==> config.mk <==
export PLATFORM = sky130hd
export DESIGN_NAME = masked_byte_pattern_search_core
export DESIGN_NICKNAME = d
export VERILOG_FILES = /design/src/rtl/mbps_pkg.sv /design/src/rtl/masked_byte_pattern_search_core.sv
export SDC_FILE = /design/constraint.sdc
export NUM_CORES = 1
export LEC_CHECK = 0
export ABC_AREA = 1
export BUFFER_PORTS_ARGS = -buffer_cell sky130_fd_sc_hd__buf_4
export CORE_ASPECT_RATIO = 1.1
export CORE_MARGIN = 2
export CORE_UTILIZATION = 36
export DETAILED_ROUTE_END_ITERATION = 7
export GPL_TIMING_DRIVEN = 0
export HOLD_SLACK_MARGIN = 0.12
export PLACE_DENSITY_LB_ADDON = 0.15
export SETUP_SLACK_MARGIN = 0.3
export SYNTH_ARGS = -nofsm -noshare
export SYNTH_HDL_FRONTEND = slang
export SYNTH_SLANG_ARGS = --single-unit
==> constraint.sdc <==
create_clock -name clk -period 6 [get_ports clk]
set_input_delay 1.8 -clock clk [delete_from_list [all_inputs] [get_ports clk]]
set_output_delay 1.8 -clock clk [all_outputs]
set_load 0.01 [all_outputs]
==> src/rtl/mbps_pkg.sv <==
// Shared types and constants for the masked byte pattern search core.
// No dependencies; imported by masked_byte_pattern_search_core.
`timescale 1ns / 1ps

package mbps_pkg;

  localparam int MAX_PATTERN_BYTES_DEF = 16;
  localparam int OFFSET_BITS_DEF       = 32;

  localparam int CFG_INDEX_BITS = 2;
  localparam int CFG_DATA_BITS  = 64;
  localparam int PAT_WORD_BITS  = 64;
  localparam int MASK_BITS      = 16;
  localparam int LEN_BITS       = 5;
  localparam int MATCH_OFS_BITS = 32;

  typedef logic [CFG_INDEX_BITS-1:0] cfg_index_t;

  localparam cfg_index_t CFG_PATTERN_LOW  = 2'd0;
  localparam cfg_index_t CFG_PATTERN_HIGH = 2'd1;
  localparam cfg_index_t CFG_CARE_MASK    = 2'd2;
  localparam cfg_index_t CFG_PATTERN_LEN  = 2'd3;

  localparam logic [15:0] CARE_MASK_RESET = 16'hFFFF;
  localparam logic [4:0]  PATTERN_LEN_RESET = 5'd1;

  localparam logic STATUS_FOUND  = 1'b0;
  localparam logic STATUS_ABSENT = 1'b1;

endpackage

==> src/rtl/masked_byte_pattern_search_core.sv <==
// Masked byte pattern search core: window compare, region tracking and output buffering.
// Depends on mbps_pkg.
`timescale 1ns / 1ps

// Takes one byte of a region per beat and reports the first offset at which the
// configured pattern (up to MAX_PATTERN_BYTES bytes, care mask selects which
// positions must match) lines up with the stream. Each region gives exactly one
// result: found with the start offset, or not found at the region's last byte.
// Throughput is one beat per clock while in_stall is low: all window positions are
// compared in parallel against the incoming byte and the last MAX_PATTERN_BYTES-1
// bytes, and the result is registered. An output register plus one skid entry keep
// input acceptance going while a result waits; in_stall rises only when both are
// full. Write configuration only while no beat is in flight.
module masked_byte_pattern_search_core #(
  parameter int MAX_PATTERN_BYTES = mbps_pkg::MAX_PATTERN_BYTES_DEF,
  parameter int OFFSET_BITS       = mbps_pkg::OFFSET_BITS_DEF
) (
  input  logic                                 clk,
  input  logic                                 rst_n,
  // configuration
  input  logic                                 cfg_wr_en,
  input  logic [mbps_pkg::CFG_INDEX_BITS-1:0]  cfg_index,
  input  logic [mbps_pkg::CFG_DATA_BITS-1:0]   cfg_wdata,
  // input beats
  input  logic                                 in_valid,
  output logic                                 in_stall,
  input  logic [7:0]                           in_data_byte,
  input  logic                                 in_first_of_region,
  input  logic                                 in_last_of_region,
  // results
  output logic                                 out_valid,
  input  logic                                 out_stall,
  output logic                                 out_status,
  output logic [mbps_pkg::MATCH_OFS_BITS-1:0]  out_match_offset
);
  import mbps_pkg::*;

  localparam int WIN_DEPTH = MAX_PATTERN_BYTES - 1;
  localparam int HIST_BITS = (MAX_PATTERN_BYTES > 1) ? $clog2(MAX_PATTERN_BYTES) : 1;

  // ---------------- configuration ----------------
  logic [PAT_WORD_BITS-1:0] pat_lo_r, pat_hi_r;
  logic [MASK_BITS-1:0]     care_r;
  logic [LEN_BITS-1:0]      len_r;

  always_ff @(posedge clk) begin
    if (!rst_n) begin
      pat_lo_r <= '0;
      pat_hi_r <= '0;
      care_r   <= CARE_MASK_RESET;
      len_r    <= PATTERN_LEN_RESET;
    end else if (cfg_wr_en) begin
      case (cfg_index)
        CFG_PATTERN_LOW:  pat_lo_r <= cfg_wdata;
        CFG_PATTERN_HIGH: pat_hi_r <= cfg_wdata;
        CFG_CARE_MASK:    care_r   <= cfg_wdata[MASK_BITS-1:0];
        CFG_PATTERN_LEN:  len_r    <= cfg_wdata[LEN_BITS-1:0];
        default: ;
      endcase
    end
  end

  // clamp length into 1..MAX_PATTERN_BYTES
  logic [LEN_BITS-1:0] used_len;
  logic [LEN_BITS-1:0] len_m1;
  always_comb begin
    if (len_r == '0)
      used_len = LEN_BITS'(1);
    else if (len_r > LEN_BITS'(MAX_PATTERN_BYTES))
      used_len = LEN_BITS'(MAX_PATTERN_BYTES);
    else
      used_len = len_r;
    len_m1 = used_len - LEN_BITS'(1);
  end

  // ---------------- region state ----------------
  logic [7:0]             win_r [WIN_DEPTH];   // newest at entry 0
  logic [OFFSET_BITS-1:0] seen_r, seen_nxt;
  logic                   done_r, done_nxt;

  logic acc;
  assign acc = in_valid && !in_stall;

  // hist[0] is the current byte, hist[j] the byte j beats back
  logic [7:0] hist [MAX_PATTERN_BYTES];
  always_comb begin
    hist[0] = in_data_byte;
    for (int j = 1; j < MAX_PATTERN_BYTES; j++)
      hist[j] = win_r[j-1];
  end

  logic [2*PAT_WORD_BITS-1:0] pat_all;
  assign pat_all = {pat_hi_r, pat_lo_r};

  logic [MAX_PATTERN_BYTES-1:0] pos_ok;
  always_comb begin
    logic [LEN_BITS-1:0] back;
    for (int k = 0; k < MAX_PATTERN_BYTES; k++) begin
      back = len_m1 - LEN_BITS'(k);
      if (LEN_BITS'(k) < used_len && care_r[k])
        pos_ok[k] = (hist[back[HIST_BITS-1:0]] == pat_all[8*k +: 8]);
      else
        pos_ok[k] = 1'b1;
    end
  end

  logic [OFFSET_BITS-1:0] seen_eff, len_m1_ext, ofs_full;
  logic                   done_eff, hit, miss, res_vld;

  always_comb begin
    seen_eff   = in_first_of_region ? '0 : seen_r;
    done_eff   = in_first_of_region ? 1'b0 : done_r;
    len_m1_ext = OFFSET_BITS'(len_m1);
    hit        = !done_eff && (seen_eff >= len_m1_ext) && (&pos_ok);
    miss       = in_last_of_region && !done_eff && !hit;
    res_vld    = hit || miss;
    ofs_full   = seen_eff - len_m1_ext;

    if (in_last_of_region) begin
      seen_nxt = '0;
      done_nxt = 1'b0;
    end else begin
      seen_nxt = (&seen_eff) ? seen_eff : seen_eff + OFFSET_BITS'(1);
      done_nxt = done_eff || hit;
    end
  end

  logic [MATCH_OFS_BITS-1:0] res_ofs;
  generate
    if (OFFSET_BITS >= MATCH_OFS_BITS) begin : g_ofs_trunc
      assign res_ofs = hit ? ofs_full[MATCH_OFS_BITS-1:0] : '0;
    end else begin : g_ofs_ext
      assign res_ofs = hit ? MATCH_OFS_BITS'(ofs_full) : '0;
    end
  endgenerate

  always_ff @(posedge clk) begin
    if (!rst_n) begin
      for (int j = 0; j < WIN_DEPTH; j++)
        win_r[j] <= '0;
      seen_r <= '0;
      done_r <= 1'b0;
    end else if (acc) begin
      win_r[0] <= in_data_byte;
      for (int j = 1; j < WIN_DEPTH; j++)
        win_r[j] <= win_r[j-1];
      seen_r <= seen_nxt;
      done_r <= done_nxt;
    end
  end

  // ---------------- output register + skid ----------------
  logic                      out_vld_r, skid_vld_r;
  logic                      out_stat_r, skid_stat_r;
  logic [MATCH_OFS_BITS-1:0] out_ofs_r, skid_ofs_r;
  logic                      out_take;

  assign out_take = out_vld_r && !out_stall;
  assign in_stall = skid_vld_r;

  always_ff @(posedge clk) begin
    if (!rst_n) begin
      out_vld_r  <= 1'b0;
      skid_vld_r <= 1'b0;
    end else begin
      if (acc && res_vld) begin
        // skid is empty whenever a beat is accepted
        if (!out_vld_r || out_take) begin
          out_vld_r <= 1'b1;
        end else begin
          skid_vld_r <= 1'b1;
        end
      end else if (out_take) begin
        out_vld_r  <= skid_vld_r;
        skid_vld_r <= 1'b0;
      end
    end
  end

  always_ff @(posedge clk) begin
    if (acc && res_vld) begin
      if (!out_vld_r || out_take) begin
        out_stat_r <= miss ? STATUS_ABSENT : STATUS_FOUND;
        out_ofs_r  <= res_ofs;
      end else begin
        skid_stat_r <= miss ? STATUS_ABSENT : STATUS_FOUND;
        skid_ofs_r  <= res_ofs;
      end
    end else if (out_take && skid_vld_r) begin
      out_stat_r <= skid_stat_r;
      out_ofs_r  <= skid_ofs_r;
    end
  end

  assign out_valid        = out_vld_r;
  assign out_status       = out_stat_r;
  assign out_match_offset = out_ofs_r;

  // ---------------- assertions ----------------
  a_skid_implies_out: assert property (@(posedge clk) disable iff (!rst_n)
    skid_vld_r |-> out_vld_r)
    else $error("skid entry held while output register empty");

  a_hit_sets_done: assert property (@(posedge clk) disable iff (!rst_n)
    acc && hit && !in_last_of_region |=> done_r)
    else $error("match did not close the region search");

  a_region_end_clears: assert property (@(posedge clk) disable iff (!rst_n)
    acc && in_last_of_region |=> (seen_r == '0) && !done_r)
    else $error("region end did not clear search state");

  a_no_hit_after_done: assert property (@(posedge clk) disable iff (!rst_n)
    done_eff |-> !res_vld)
    else $error("second result produced in a region");

endmodule

==> impl_results.md, run 1 <==
- GR Overflow Total: 0
- Part of the cycle the worst path needs: 0.919
- Die Y-Extent: 282 um
- WP data arrival: 5.84 ns
- Leakage: 0.0142 uW
- Critical path's largest stage delay: 0.66 ns
- CTS tree: yes
- Chip width: between 200 and 300 um
- GRT Resource Usage Total: 0.389
- Final Max Slew Viols: 0
- Antenna Nets Post-Route: 0
- Reg2reg setup slack: 0.48 ns
- Syn avg cell area: 6.33 um2
- Net Count, Synth: 4090
- Hpwl dp: 116000 um
- H-Tree Depth: 2
- Largest family of logic cells by synthesized area: simple AND/OR/NAND/NOR gates
- Hold Crit Class: reg -> reg
- Maximum clock rate: approximately 180 MHz
- Die area: ~72000 um2
- CP Capture Type: flop
- Yosys top cell area share: 0.221
- Peak supply drop: 209 uV
- Root Buffer: clkbuf_16
- DRT Wirelength: 143000 um
- Bufs on Longest Clock Path: 3
- Share of cells above drive strength 1: 0.0872
- Final setup TNS: 0 ns
- Final net count: roughly 4300
- DRC viols: 0
- Core ar.: 69300 um2
- Crit path top cell by count: nand2_1
- First-pass GRT wire length: 198000 um
- Worst slew margin: 0.140
- CP max FO: 12
- Io pins: 116
- Final setup violation count: 0
- Run status: finished clean
- Primary FF master, synth: edfxtp_1
- # Max-Cap Violations: 0
- Synth warn: 0
- RSZ-0062 raised after global routing: false
- Mapped Cells: 3994
- EDFF count, synth: 186
- Worst-path clk slew: approximately 0.060 ns
- Placed Area: 27400 um2
- Fin cells: approximately 5100
- P&R area growth vs syn: 16.4%
- Initial Utilization: 0.365
- Top delay family on crit path: simple AND/OR/NAND/NOR gates
- Min Tclk post-route: around 5.5 ns
- Placed Cells: 5036
- FP Rows: 101
- RR Startpoint: len_r[3]$_SDFFE_PN0P_
- Multiplexer share of the synthesized area: 0
- Mapped cell area: 25300 um2
- Cell taking the most area after synthesis: edfxtp_1
- Initial DRT Pass Iterations: 7
- CP max stage cell: buf_1
- Clock latency on the worst-skew pair: roughly 0.63 ns
- Critical path class: reg -> reg
- Pre-CTS WS: -2.36 ns
- Compound-cell area share of the yosys netlist: 0.0680
- Num CTS Buffers: 45
- Buffers on Ports: 113
- Final worst slack: 0.484 ns
- Worst EP required: 6.32 ns
- Clock Skews: 0.0427 ns
- DRT iter0 DRCs: 3318
- Hold Fails Final Rpt: 0
- Ys async rst share: 0
- Largest net degree at the start of global routing: 112
- CP bufs+invs: 7
- Initial antenna violation count: 1
- Worst setup SP type: flop
- Synth Area in XOR/XNOR: 0.0239
- Post-CTS Hold Buffers: 0
- Pwr Density: 316 nW/um2
- Simple-gate share of the synthesized area: 0.438
- Post-synthesis cell type count: 47
- HP Start: done_r$_SDFFE_PN0P_
- Sequential share of the synthesized area: 0.367
- Total number of vias: 28406
- Crit. Startpoint: len_r[3]$_SDFFE_PN0P_
- Core Util, Final: 0.425
- Vias/cell: 5.53
- Final instance area: 29400 um2
- Post-Synth Adder-Cell Area: 0.00772
- Yosys reg bits: 370
- Vias in the first global route: 26680
- Actual slew at the worst max-slew pin: 1.29 ns
- Clk sink count: 370
- GP Congestion: 1.02
- Routed WL per cell: 27.8 um
- Synth area leaders: edfxtp_1, nand2_1, nand3_1
-- report_power, final --
group / internal, uW / switching (uW)
logic: 929 / 2530
registers: 2780 / 113
clock network: 1670 / 1260
total: 5380 / 3910
-- per-layer routing --
metal | vias up | share of wire | track usage
met5 | - | 0 | 0
met4 | 0 | 0.084 | 0.273
met3 | 301 | 0.082 | 0.0660
met2 | 1398 | 0.44 | 0.621
met1 | 13422 | 0.39 | 0.479
li1 | 13285 | - | -
-- flip-flops by register name, summed over array words and instances (netlist names), 5 cells and up --
name	cells
win_r	120
pat_hi_r	64
pat_lo_r	64
out_match_offset	32
seen_r	32
skid_ofs_r	32
care_r	16
len_r	5
-- cell families (layout without fill, tap and decap cells) --
kind of cell,Yosys count,count (layout)
simple gates,2607,2607
buf+inv,609,826
flops,370,370
compound gates,324,324
xor+xnor,69,69
fa+ha+maj,15,15
other cells,0,2
-- cell type report --
| cell class | count | area, um2 |
|---|---|---|
| buffer | 202 | 1050 |
| clock buffer | 55 | 1180 |
| sequential | 370 | 9270 |
| antenna | 2 | 5.00 |
| clock inverter | 27 | 332 |
| timing repair buffer | 134 | 1080 |
| inverter | 407 | 1540 |
| tap | 927 | 1160 |
| timing repair inverter | 1 | 7.51 |
| fill | 7635 | 39800 |
| multi-input combinational | 3015 | 13800 |
-- Yosys cell counts (2+ instances only) --
| master | number |
|---|---|
| inv_1 | 396 |
| buf_1 | 38 |
| o21ai_0 | 156 |
| o32ai_1 | 3 |
| nor3_1 | 19 |
| inv_4 | 2 |
| nor4_1 | 6 |
| a21o_1 | 3 |
| nand3_1 | 774 |
| dfxtp_1 | 184 |
| or2_1 | 4 |
| nand3b_1 | 26 |
| inv_2 | 5 |
| nand2_1 | 1416 |
| nand2_4 | 2 |
| xnor2_1 | 13 |
| nor2_1 | 315 |
| buf_4 | 19 |
| xor2_1 | 56 |
| clkinv_1 | 4 |
| o21bai_1 | 2 |
| nor3_2 | 3 |
| a21oi_1 | 110 |
| o21ai_1 | 12 |
| nand2_2 | 18 |
| and3_1 | 2 |
| o211ai_1 | 7 |
| o22ai_1 | 20 |
| nand3_2 | 3 |
| buf_2 | 33 |
| clkbuf_1 | 110 |
| edfxtp_1 | 186 |
| a31oi_1 | 3 |
| buf_6 | 2 |
| ha_1 | 14 |
| nor2_2 | 4 |
| or2_2 | 3 |
| nand4_1 | 10 |
| a21boi_0 | 3 |
-- cell usage in the layout (no fill, tap or decap), types with 56 or more instances in the layout --
cell and instances:
nand3_1 774, buf_4 147, o21ai_0 155, inv_1 394
clkbuf_1 101, dfxtp_1 182, nand2_1 1389, edfxtp_1 186
a21oi_1 109, nor2_1 312, xor2_1 56
-- path summary, 6_finish.rpt --
path	cells after the start	to
hold / removal	1	done_r$_SDFFE_PN0P_
hold reg to reg	1	done_r$_SDFFE_PN0P_
setup reg to reg	30	out_match_offset[3]$_DFFE_PP_
setup / recovery	30	out_match_offset[3]$_DFFE_PP_
-- repair_timing --
| action | CTS | global route |
|---|---|---|
| gates cloned | 2 | 0 |
| setup buffers | 5 | 13 |
| endpoints found under the hold margin | 0 | 0 |
| pin swaps | 4 | 10 |
| gates resized for setup | 93 | 36 |
| endpoints found under the setup margin | 135 | 79 |
-- metrics by stage --
step                      hold WS (ns)  total power [uW]
after floorplan                  0.422              4790
after global placement           0.434              6180
after detailed placement         0.442              6180
after CTS                        0.457              9170
after global routing             0.465              9630
final                            0.460              9290
Note: power is estimated with default switching activity, not from simulation.
==> inputs of run 2 (changes only) <==
==> constraint.sdc (replaced) <==
create_clock -name clk -period 7.1 [get_ports clk]
set_input_delay 2.13 -clock clk [delete_from_list [all_inputs] [get_ports clk]]
set_output_delay 2.13 -clock clk [all_outputs]
set_load 0.02 [all_outputs]
==> run 2 against run 1 <==
Net effect:
- the flow now finishes with violations (design-rule violations)
- combinational power fell by 18%
- final cell count fell by 0.23%
- count of clock-buffer cells in the layout up 2
- critical path type unchanged
- power down 15%
==> impl_results.md, run 2 (synthesis gave the netlist of run 1 again) <==
- Run status: complete, but fails checks
- Antenna Nets Post-Route: 0
- Buffers on Ports: 113
- Core ar.: 69300 um2
- Peak supply drop: 187 uV
- RSZ-0062 raised after global routing: false
- Vias in the first global route: 26884
- Total number of vias: 28685
- Most frequent cells in the layout: nand2_1, nand3_1, inv_1, nor2_1, edfxtp_1
- WP data arrival: 6.93 ns
- Initial Utilization: 0.365
- CTS tree: yes
- Hpwl dp: 116000 um
- GR Overflow Total: 0
- Top Registers: win_r x120, pat_hi_r x64, pat_lo_r x64
- CP max stage cell: dfxtp_1
- Vias/cell: 5.59
- Clock Skews: 0.0171 ns
- Final worst slack: 0.482 ns
- Routed WL per cell: 28.2 um
- Die Y-Extent: 282 um
- Worst EP required: 7.41 ns
- Clk sink count: 370
- Largest register FFs: 120
- Final Max Slew Viols: 0
- Num CTS Buffers: 46
- Actual slew at the worst max-slew pin: roughly 1.5 ns
- Final setup TNS: 0 ns
- Worst-path clk slew: about 0.06 ns
- Die area: between 70000 and 80000 um2
- Metal1 wirelength: 55500 um
- First-pass GRT wire length: ~200000 um
- Initial DRT Pass Iterations: 8
- Worst setup SP type: flop
- Clock latency on the worst-skew pair: 0.62 ns
- FP Rows: 101
- H-Tree Depth: 2
- Bufs on Longest Clock Path: 3
- Failing checks: design-rule violations
- Io pins: approximately 120
- Min Tclk post-route: 6.62 ns
- DR top layer: met5
- Final setup violation count: 0
- Most flops, register: win_r
- Final net count: between 4000 and 5000
- DRC viols: 1
- Maximum clock rate: 151 MHz
- # Max-Cap Violations: 0
- Commonest non-fill, non-tap cell in the layout: nand2_1
- Initial antenna violation count: 7
- CP Capture Type: flop
- Pre-CTS WS: -0.896 ns
- GRT Resource Usage Total: 0.392
- Worst slew margin: 0.0236
- Largest net degree at the start of global routing: 50
- DRT iter0 DRCs: between 3000 and 4000
- Worst hold slack: 0.451 ns
- Chip width: 257 um
- Share of cells above drive strength 1: 0.0788
- Met2 wire len: 64700 um
- GP Congestion: 1.04
- Crit path top cell by count: nand2_1
- Part of the cycle the worst path needs: 0.932
- Filler instances: between 7000 and 8000
- Hold Crit Class: reg -> reg
- Pwr Density: 272 nW/um2
- CP max FO: 11
- Hold Fails Final Rpt: 0
- Root Buffer: clkbuf_16
- Critical path class: reg -> reg
- Leakage: approximately 0.014 uW
- Post-CTS Hold Buffers: 0
- Met3 WL: 10600 um
- Critical path's largest stage delay: around 0.46 ns
- DRT Wirelength: 144000 um
- P&R area growth vs syn: 15.4%
run 2: worst paths after layout:
check | startpoint | end | slack [ns] | cells past startpoint
setup / recovery | len_r[2]$_SDFFE_PN0P_ | out_match_offset[29]$_DFFE_PP_ | 0.48 | 35
setup reg to reg | len_r[2]$_SDFFE_PN0P_ | out_match_offset[29]$_DFFE_PP_ | 0.48 | 35
hold / removal | done_r$_SDFFE_PN0P_ | done_r$_SDFFE_PN0P_ | 0.45 | 1
hold reg to reg | done_r$_SDFFE_PN0P_ | done_r$_SDFFE_PN0P_ | 0.45 | 1
run 2: power by group:
part           internal, uW  total [uW]  switching (uW)
Combinational           732        2850            2120
Sequential             2350        2440            88.7
Clock                  1560        2630            1070
run 2: cell type report:
type / count / area [um2] / area share
inverter: 407 / 1540 / 0.0527
clock buffer: 57 / 1260 / 0.0433
antenna: 3 / 7.51 / 0.000257
timing repair buffer: 119 / 957 / 0.0328
timing repair inverter: 1 / 7.51 / 0.000257
sequential: 370 / 9270 / 0.318
multi-input combinational: 3015 / 13600 / 0.467
clock inverter: 27 / 393 / 0.0135
buffer: 202 / 938 / 0.0322
tap: 927 / 1160 / 0.0398
run 2: critical path, delay by kind of cell, from the launching register on:
kind	cells	cell delay (ns)
flops	1	0.46
fa+ha+maj	2	0.60
buf+inv	9	2.12
compound gates	1	0.25
simple gates	23	2.87
run 2: timing repair:
| action | CTS | global route |
|---|---|---|
| gates cloned | 0 | 1 |
| setup buffers | 2 | 0 |
| setup endpoints to repair | 134 | 66 |
| pin swaps | 1 | 0 |
| gates resized for setup | 28 | 25 |
run 2: layer usage:
layer / vias to the layer above / track usage
li1: 13261 / -
met1: 13618 / 0.465
met2: 1407 / 0.636
met3: 395 / 0.0597
met4: 4 / 0.312
met5: - / 0
run 2: per-stage QoR:
stage / utilization / cell area, um2 / std cells / power [uW]
2_1_floorplan: - / 25300 / 3994 / 4050
3_3_place_gp: 0.394 / 27300 / 5034 / 5220
3_5_place_dp: 0.396 / 27400 / 5038 / 5220
4_1_cts: 0.421 / 29100 / 5124 / 7850
5_1_grt: 0.421 / 29200 / 5125 / 8220
6_report: 0.421 / 29200 / 5128 / 7920
